$ cat src/ide_trf_pkg.sv
`timescale 1ns / 1ps
`default_nettype none
// ----------------------------------------------------------------------------
// ide_trf_pkg
// Constants, types and lookup functions of the IDE timing register file.
// ----------------------------------------------------------------------------
package ide_trf_pkg;

  // Register store depth (64..256) and the address width that follows from it
  localparam int REG_COUNT = 256;
  localparam int ADDR_W    = (REG_COUNT > 1) ? $clog2(REG_COUNT) : 1;

  localparam int IDX_W = 8;
  localparam int IO_W  = 16;

  // Access kinds
  localparam logic CMD_READ  = 1'b0;
  localparam logic CMD_WRITE = 1'b1;

  // Decoded I/O ports
  localparam logic [IO_W-1:0] PORT_UNLOCK = 16'h00F4;
  localparam logic [IO_W-1:0] PORT_INDEX  = 16'h00F8;
  localparam logic [IO_W-1:0] PORT_DATA   = 16'h00FC;

  localparam logic [7:0] UNLOCK_KEY = 8'h30;
  localparam logic [7:0] UNMAPPED   = 8'hFF;

  // Registers that feed the channel enables
  localparam logic [IDX_W-1:0] IDX_PORT_EN = 8'h01;
  localparam logic [IDX_W-1:0] IDX_SEC_CTL = 8'h35;
  localparam int PRI_EN_BIT  = 0;
  localparam int SEC_DIS_BIT = 6;

  typedef struct packed {
    logic       ok;
    logic [7:0] mask;
  } wmask_t;

  function automatic wmask_t write_mask(input logic [IDX_W-1:0] idx);
    wmask_t m;
    m.ok   = 1'b1;
    m.mask = 8'h00;
    case (idx) inside
      8'h01:                      m.mask = 8'h8F;
      [8'h02:8'h06], [8'h25:8'h33]: m.mask = 8'h1F;
      8'h07:                      m.mask = 8'hFF;
      8'h09:                      m.mask = 8'hC3;
      8'h0A:                      m.mask = 8'h4F;
      8'h0B, 8'h0D, 8'h0F, 8'h11: m.mask = 8'h03;
      8'h0C, 8'h0E, 8'h10, 8'h12: m.mask = 8'h1F;
      8'h35:                      m.mask = 8'hFF;
      default:                    m.ok   = 1'b0;
    endcase
    return m;
  endfunction

  // Value an entry holds from reset until its first write
  function automatic logic [7:0] reset_value(input logic [IDX_W-1:0] idx);
    logic [7:0] v;
    case (idx)
      8'h00:   v = 8'h57;
      8'h01:   v = 8'h02;
      8'h08:   v = 8'hFF;
      8'h09:   v = 8'h41;
      8'h0C:   v = 8'h02;
      8'h0E:   v = 8'h02;
      8'h10:   v = 8'h02;
      8'h12:   v = 8'h02;
      8'h34:   v = 8'hFF;
      8'h35:   v = 8'h01;
      default: v = 8'h00;
    endcase
    return v;
  endfunction

endpackage
`default_nettype wire

$ cat src/ide_timing_config_register_file_core.sv
`timescale 1ns / 1ps
`default_nettype none
// ----------------------------------------------------------------------------
// ide_timing_config_register_file_core
// Indexed configuration register file with unlock, index and data ports.
// ----------------------------------------------------------------------------
//  channel | signals                                  | dir | role
//  --------+------------------------------------------+-----+----------------
//  in      | in_valid/in_ready cmd io_address         | in  | one bus access
//          | write_data                               |     |
//  out     | out_valid/out_ready read_data            | out | access result
//          | primary_enable secondary_enable          |     |
//
//  One item per cycle while the output is not stalled; after accept the result
//  passes the synchronous register-store read, then the output register.
//  Writes land in the store at the accept edge, so the next item sees them.
//  Per-entry valid bits stand in for the reset defaults; no clearing pass.
//  A stalled output holds the pipe; in_ready drops only when both stages fill.
// ----------------------------------------------------------------------------
module ide_timing_config_register_file_core
  import ide_trf_pkg::*;
(
  input  wire logic              clk,
  input  wire logic              rst,
  input  wire logic              in_valid,
  output logic                   in_ready,
  input  wire logic              cmd,
  input  wire logic [IO_W-1:0]   io_address,
  input  wire logic [7:0]        write_data,
  output logic                   out_valid,
  input  wire logic              out_ready,
  output logic [7:0]             read_data,
  output logic                   primary_enable,
  output logic                   secondary_enable
);

  // architectural state
  logic [7:0]           unlock_byte;
  logic [IDX_W-1:0]     selected_index;
  logic [REG_COUNT-1:0] vld;
  logic                 pri_bit;
  logic                 sec_dis;

  logic [7:0] mem [REG_COUNT];
  logic [7:0] mem_q;

  // read stage
  logic             s1_valid;
  logic             s1_from_mem;
  logic             s1_vld;
  logic [IDX_W-1:0] s1_idx;
  logic [7:0]       s1_rd;
  logic             s1_pri;
  logic             s1_sec;

  logic             acc;
  logic             s1_adv;
  logic             is_wr;
  logic             in_range;
  wmask_t           wm;
  logic             data_wr;
  logic [7:0]       wbyte;
  logic [ADDR_W-1:0] addr;
  logic             pri_bit_next;
  logic             sec_dis_next;
  logic [7:0]       rd_fixed;
  logic [7:0]       s1_data;

  assign s1_adv   = s1_valid && (!out_valid || out_ready);
  assign in_ready = !s1_valid || s1_adv;
  assign acc      = in_valid && in_ready;

  assign is_wr    = (cmd == CMD_WRITE);
  assign in_range = ({1'b0, selected_index} < (IDX_W + 1)'(REG_COUNT));
  assign addr     = selected_index[ADDR_W-1:0];
  assign wm       = write_mask(selected_index);
  assign wbyte    = write_data & wm.mask;
  assign data_wr  = acc && is_wr && (io_address == PORT_DATA)
                    && (unlock_byte == UNLOCK_KEY) && wm.ok && in_range;

  always_comb begin
    pri_bit_next = pri_bit;
    sec_dis_next = sec_dis;
    if (data_wr && selected_index == IDX_PORT_EN) begin
      pri_bit_next = wbyte[PRI_EN_BIT];
    end
    if (data_wr && selected_index == IDX_SEC_CTL) begin
      sec_dis_next = wbyte[SEC_DIS_BIT];
    end
  end

  // byte returned when the store is not involved
  always_comb begin
    if (is_wr) begin
      rd_fixed = 8'h00;
    end else if (io_address == PORT_UNLOCK) begin
      rd_fixed = unlock_byte;
    end else if (io_address == PORT_DATA) begin
      rd_fixed = 8'h00;  // index beyond the store
    end else begin
      rd_fixed = UNMAPPED;
    end
  end

  always_ff @(posedge clk) begin
    if (rst) begin
      unlock_byte    <= 8'h00;
      selected_index <= '0;
      vld            <= '0;
      pri_bit        <= 1'b0;
      sec_dis        <= 1'b0;
      s1_valid       <= 1'b0;
      out_valid      <= 1'b0;
    end else begin
      if (acc && is_wr && io_address == PORT_UNLOCK) begin
        unlock_byte <= write_data;
      end
      if (acc && is_wr && io_address == PORT_INDEX) begin
        selected_index <= write_data;
      end
      if (data_wr) begin
        vld[addr] <= 1'b1;
      end
      pri_bit <= pri_bit_next;
      sec_dis <= sec_dis_next;
      if (acc) begin
        s1_valid <= 1'b1;
      end else if (s1_adv) begin
        s1_valid <= 1'b0;
      end
      if (s1_adv) begin
        out_valid <= 1'b1;
      end else if (out_ready) begin
        out_valid <= 1'b0;
      end
    end
  end

  // register store: one write port, one registered read port
  always_ff @(posedge clk) begin
    if (data_wr) begin
      mem[addr] <= wbyte;
    end
    if (acc) begin
      mem_q <= mem[addr];
    end
  end

  always_ff @(posedge clk) begin
    if (acc) begin
      s1_from_mem <= !is_wr && (io_address == PORT_DATA) && in_range;
      s1_vld      <= vld[addr];
      s1_idx      <= selected_index;
      s1_rd       <= rd_fixed;
      s1_pri      <= pri_bit_next;
      s1_sec      <= pri_bit_next && !sec_dis_next;
    end
  end

  assign s1_data = s1_vld ? mem_q : reset_value(s1_idx);

  always_ff @(posedge clk) begin
    if (s1_adv) begin
      read_data        <= s1_from_mem ? s1_data : s1_rd;
      primary_enable   <= s1_pri;
      secondary_enable <= s1_sec;
    end
  end

endmodule
`default_nettype wire

$ cat config.mk
export PLATFORM = sky130hd
export DESIGN_NAME = ide_timing_config_register_file_core
export DESIGN_NICKNAME = d
export VERILOG_FILES = /design/src/ide_trf_pkg.sv /design/src/ide_timing_config_register_file_core.sv
export SDC_FILE = /design/constraint.sdc
export NUM_CORES = 2
export LEC_CHECK = 0
export ABC_CLOCK_PERIOD_IN_PS = 26600
export BUFFER_PORTS_ARGS = -buffer_cell sky130_fd_sc_hd__buf_2
export CAP_MARGIN = 20
export CORE_ASPECT_RATIO = 0.9
export CORE_UTILIZATION = 40
export DETAILED_ROUTE_END_ITERATION = 12
export SETUP_SLACK_MARGIN = 0.2
export SLEW_MARGIN = 20
export SYNTH_ARGS = -nofsm -noshare
export SYNTH_HDL_FRONTEND = slang
export SYNTH_SLANG_ARGS = --single-unit
$ cat constraint.sdc
create_clock -name clk -period 26.6 [get_ports clk]
set_input_delay 2.66 -clock clk [delete_from_list [all_inputs] [get_ports clk]]
set_output_delay 2.66 -clock clk [all_outputs]
set_load 0.02 [all_outputs]
# Word-level counts from Yosys, hierarchy flattened
# Memory sizes are Yosys's and may differ from the RTL's. A register that Yosys moved wholly into a read port is not among the register bits.
# Index checks and enable logic that the tools add are counted.
[totals]
output_inout_bits = 12
regBits = 306
n_memories = 1
ramBits = 2048
[op_classes]
magnitude_cmp = 6
mux = 33
bitwise_logic = 2
n_eq_ne = 26
n_reduce_logical = 29
[mem_list]
columns = ["memory", "words", "word_bits", "rd", "rd_clocked_by_memory_dff", "write_ports", "line", "source"]
rows = [
  ["mem", 256, 8, 1, 1, 1, "ide_timing_config_register_file_core.sv:44", "logic [7:0] mem [REG_COUNT];"],
]
[op_table]
columns = ["op", "count"]
rows = [
  ["bitwise OR 256 bit", 1],
  ["two-way mux 8 bit", 12],
  ["== test 8 x 4 -> 1 bit (second input constant)", 11],
  ["== test 16 x 8 -> 1 bit (second input constant)", 3],
  ["== test 8 x 5 -> 1 bit (second input constant)", 5],
  ["one-hot mux 8 bit (5 select lines)", 1],
  ["== test 8 x 6 -> 1 bit (second input constant)", 4],
  ["two-way mux 1 bit", 18],
  ["== test 8 x 1 -> 1 bit (second input constant)", 2],
  ["logical AND 1 bit", 15],
  ["less-than comparator 8 x 9 -> 1 bit (second input constant)", 1],
  ["bitwise AND 8 bit", 1],
  ["binary-select mux 1 bit (select 8 bit)", 1],
  ["demux 1 bit (select 8 bit)", 1],
  ["== test 8 x 3 -> 1 bit (second input constant)", 1],
  [">= comparator 8 x 1 -> 1 bit (second input constant)", 1],
  [">= comparator 8 x 2 -> 1 bit (second input constant)", 1],
  [">= comparator 8 x 6 -> 1 bit (second input constant)", 1],
  ["<= comparator 8 x 3 -> 1 bit (second input constant)", 1],
  ["<= comparator 8 x 6 -> 1 bit (second input constant)", 1],
  ["zero test 8 bit", 1],
  ["OR reduction 4 bit", 2],
  ["OR reduction 5 bit", 1],
  ["zero test 1 bit", 4],
  ["other kinds (3)", 6],
]

# Longest topological paths before layout
[logic_depth]
ltp_word = 14
mapped_depth = 9

# Worst setup path before layout
# OpenSTA, ideal clock, no wires.
[synth_path]
kind = "input to register"
start = "in write_data[5]"
end = "mem mem[0][5], data pin"
arrival_time_ns = 12.397
n_path_buf = 0
required_time_ns = 24.504
slack_ns = 12.107
setup_time_ns = 2.096
stages = 2
path_cell_list = "nand3_1 > nor3_1"
[synth_via]
elab_chain_len = 1
[synth_rtl]
columns = ["element", "line", "source"]
rows = [
  ["from (decl)", "ide_timing_config_register_file_core.sv:29", "input wire logic [7:0] write_data,"],
  ["bitwise AND 8 bit", "ide_timing_config_register_file_core.sv:77", "assign wbyte = write_data & wm.mask;"],
  ["via wbyte[5]", "ide_timing_config_register_file_core.sv:62", "logic [7:0] wbyte;"],
  ["to (decl)", "ide_timing_config_register_file_core.sv:44", ""],
]
# The timed path passes the listed nets, and every way through them passes these cells.

# Final worst setup path
[layout_path]
start = "in out_ready"
end = "out in_ready"
[layout_via]
elab_chain_len = 3
[layout_rtl]
columns = ["element", "line", "source"]
rows = [
  ["from (decl)", "ide_timing_config_register_file_core.sv:31", "input wire logic out_ready,"],
  ["logical OR 1 bit", "ide_timing_config_register_file_core.sv:69", "assign s1_adv = s1_valid && (!out_valid || out_ready);"],
  ["logical AND 1 bit", "ide_timing_config_register_file_core.sv:69", ""],
  ["logical OR 1 bit", "ide_timing_config_register_file_core.sv:70", "assign in_ready = !s1_valid || s1_adv;"],
  ["to (decl)", "ide_timing_config_register_file_core.sv:26", "output logic in_ready,"],
]
# Every way passes these cells.

==> impl_metrics.toml <==
[outcome]
status = "finished, final reports clean"

[power]
powerDensity_nw_per_um2 = 68.69
finalPower_w = 0.007270
ir_drop_v = 0.00006121
power.leakage_nw = 37.21

[die]
io_pins = 41
die_x_um = 498.1
dieArea_um2 = 223400
num_rows = 163
start_util_pct = 40.34
die_y_um = 448.5
core-area_um2 = 219600

[clocking]
cts-htree-levels = 4
clk_pin_slew_ps = 60
insertion_delay_ps = 830
cts_setup_buffers = 0
cts_buffer_depth = 3
cts_tree = "built"
ctsHoldBuffers = 0
clockRootBuffer = "clkbuf_16"
cts_buffers = 221
cts-resized-gates = 0
cts.sinks = 2362

[synthesis]
ys.flop_type = "edfxtp_1"
synth_edf_count = 2086
synth.distinct_cells = 44
syn_avg_cell_area_um2 = 21.00
syn_area_um2 = 88610
yosys_warnings = 0
syn_inst = 4219
synthArstFlopShare_pct = 0
ys_seq_elements = 2362
ys_seq_area_share_pct = 76.93

[layout]
drive_above_1_share_pct = 16.37
final_area_um2 = 105800
syn_to_final_growth_pct = 19.45
final_nets = 6105

[detailed_routing]
wirelength_um = 170900
vias_per_cell = 4.695
ant_nets = 0
drt-pass1-iter-count = 5
drtIter0Drc = 3569
route.detailed.drc = 0
routedWlPerCell_um = 18.64
num_vias = 43040

[global_routing]
track_usage_pct = 15.35
grt_pass1_vias = 44470
overflow = 0
grt_max_degree = 216
grt_pass1_wl_um = 261600
grt_antenna_before_repair = 11

[setup_path]
cp_slowest_stage_delay_ps = 190
r2r_cells = 9
path_class = "primary input to primary output"
r2r_slack_ps = 21290
startpoint_type = "primary input"
crit_chain = "buf_2 -> nand3b_1 -> buf_2"
critical_path_arrival_ps = 3150
cp-end-kind = "primary output"
crit_slowest_cell = "nand3b_1"
rr_endpoint = "mem[244][0]$_DFFE_PP_"
critPathMaxFanout = 3
startpoint = "out_ready"
cpMostUsedCell = "buf_2"
r2r-start = "addr[1]$_SDFFE_PP0P_"
critical_path_required_ps = 23940

[min_path]
min_from = "vld[49]$_SDFFE_PP0N_"
min_path_cells = 2
holdPathEnd = "vld[49]$_SDFFE_PP0N_"
hp-class = "flop to flop"

[timing]
slew_violations = 0
max_freq_mhz = 172.2
period_needed_ps = 5809
relSlewSlack_pct = 21.28
setup_violations = 0
hold_viol_final = 0
finalSetupTns_ps = 0
tightest_slew_ps = 1178
whs_ps = 451.5
post-route-period-util_pct = 21.84
clock_skew_ps = 27.37
rsz0062_at_grt = "no"

[run]
drv_cap = 0

[placement]
gp_congestion = 0.8319
hpwl_um = 91900
placed_area_um2 = 98820
io_buffers = 40
[cells in the mapped netlist, drive strengths merged, types with 2 or more instances]
cell type | instances | area, µm²
a211o | 2 | 17.52
a21oi | 179 | 895.9
a22oi | 289 | 2170
a31oi | 17 | 106.4
a41oi | 3 | 26.28
and2 | 9 | 56.30
and3 | 6 | 37.54
and4 | 2 | 17.52
and4b | 2 | 20.02
buf | 115 | 575.6
clkbuf | 145 | 544.3
dfxtp | 276 | 5525
edfxtp | 2086 | 62640
inv | 34 | 127.6
mux2i | 11 | 110.1
mux4 | 576 | 12970
nand2 | 40 | 150.1
nand2b | 6 | 37.54
nand3 | 11 | 55.05
nand3b | 4 | 30.03
nand4 | 13 | 81.33
nor2 | 62 | 232.7
nor2b | 232 | 1451
nor3 | 17 | 85.08
nor4 | 4 | 25.02
nor4b | 3 | 26.28
o211ai | 5 | 37.54
o21a | 8 | 60.06
o21ai | 9 | 45.04
o21ba | 2 | 20.02
o2bb2ai | 2 | 17.52
o41ai | 36 | 315.3
or2 | 5 | 31.28
[cells in the final DEF (no fill, tap or decap), types with 15 or more instances in the layout]
cell type and n:
a21oi_1 178, a22oi_1 289, a31oi_1 17, buf_2 39
buf_4 53, clkbuf_1 73, clkbuf_16 227, clkbuf_8 15
clkinv_1 41, clkinv_2 25, conb_1 1784, dfxtp_1 274
diode_2 19, edfxtp_1 2086, inv_1 34, mux4_2 576
nand2_1 37, nor2_1 59, nor2b_1 228, o41ai_1 33
[area by class of cell]
class,count,area [µm²]
Sequential cell,2362,68170
Fill cell,18630,113800
Clock buffer,320,6180
Tap cell,2887,3612
Inverter,34,127.6
Multi-Input combinational cell,3346,26080
Timing Repair Buffer,111,947.2
Clock inverter,88,676.9
Antenna cell,19,47.55
[per-stage QoR]
stage          setup WS [ps]  util, %  std cells
6_report               20790    48.19       9167
5_1_grt                20760    48.19       9167
4_1_cts                20800    48.11       9145
3_5_place_dp           20480    44.99       8737
3_3_place_gp           20410    44.98       8737
2_1_floorplan          12110        -       6002
[worst max path at each step]
stage                                 endpoint  cells past startpoint
after floorplan            mem[0][5]$_DFFE_PP_                      2
after detailed placement  mem[13][3]$_DFFE_PP_                      7
after global routing                  in_ready                      3
final                                 in_ready                      3
after global placement    mem[39][2]$_DFFE_PP_                      7
after CTS                             in_ready                      3
[report_power, final]
group	leakage [nW]	internal, W	switching, W
registers	22.6	0.00412	0.0000270
logic	11.2	0.0000399	0.0000719
clock network	3.35	0.00169	0.00132
total	37.2	0.00585	0.00142
[registers in the layout, summed over array words and instances, names as in the netlist]
signal / flops
mem: 2048
s1_idx: 8
out_valid: 1
read_data: 8
s1_valid: 1
vld: 256
mem_q: 8
s1_from_mem: 1
sec_dis: 1
s1_vld: 1
unlock_byte: 8
s1_rd: 8
addr: 8
s1_sec: 1
primary_enable: 1
secondary_enable: 1
s1_pri: 1
pri_bit: 1
[layer usage]
metal | up-vias | GRT usage (%) | wire, µm
met5 | - | 0 | 0
met4 | 0 | 4.707 | 5027
met3 | 272 | 2.705 | 7833
met2 | 797 | 25.54 | 83080
met1 | 22450 | 20.56 | 74980
li1 | 19520 | - | -
[cell families (layout without fill, tap and decap cells)]
logic type	count (synthesis)	in the layout	share of synthesized area [%]
buffers and inverters	294	553	1.408
muxes	587	587	14.76
DFF	2362	2362	76.93
and+or+nand+nor	418	418	2.656
other	1	1803	0.004232
AOI/OAI and AO/OA	557	557	4.239
[worst max-delay path, delay by kind of cell]
kind / cells / cell delay [ps]
AND/OR/NAND/NOR: 1 / 190
buffers and inverters: 2 / 290
(Power assumes the default switching activity.)
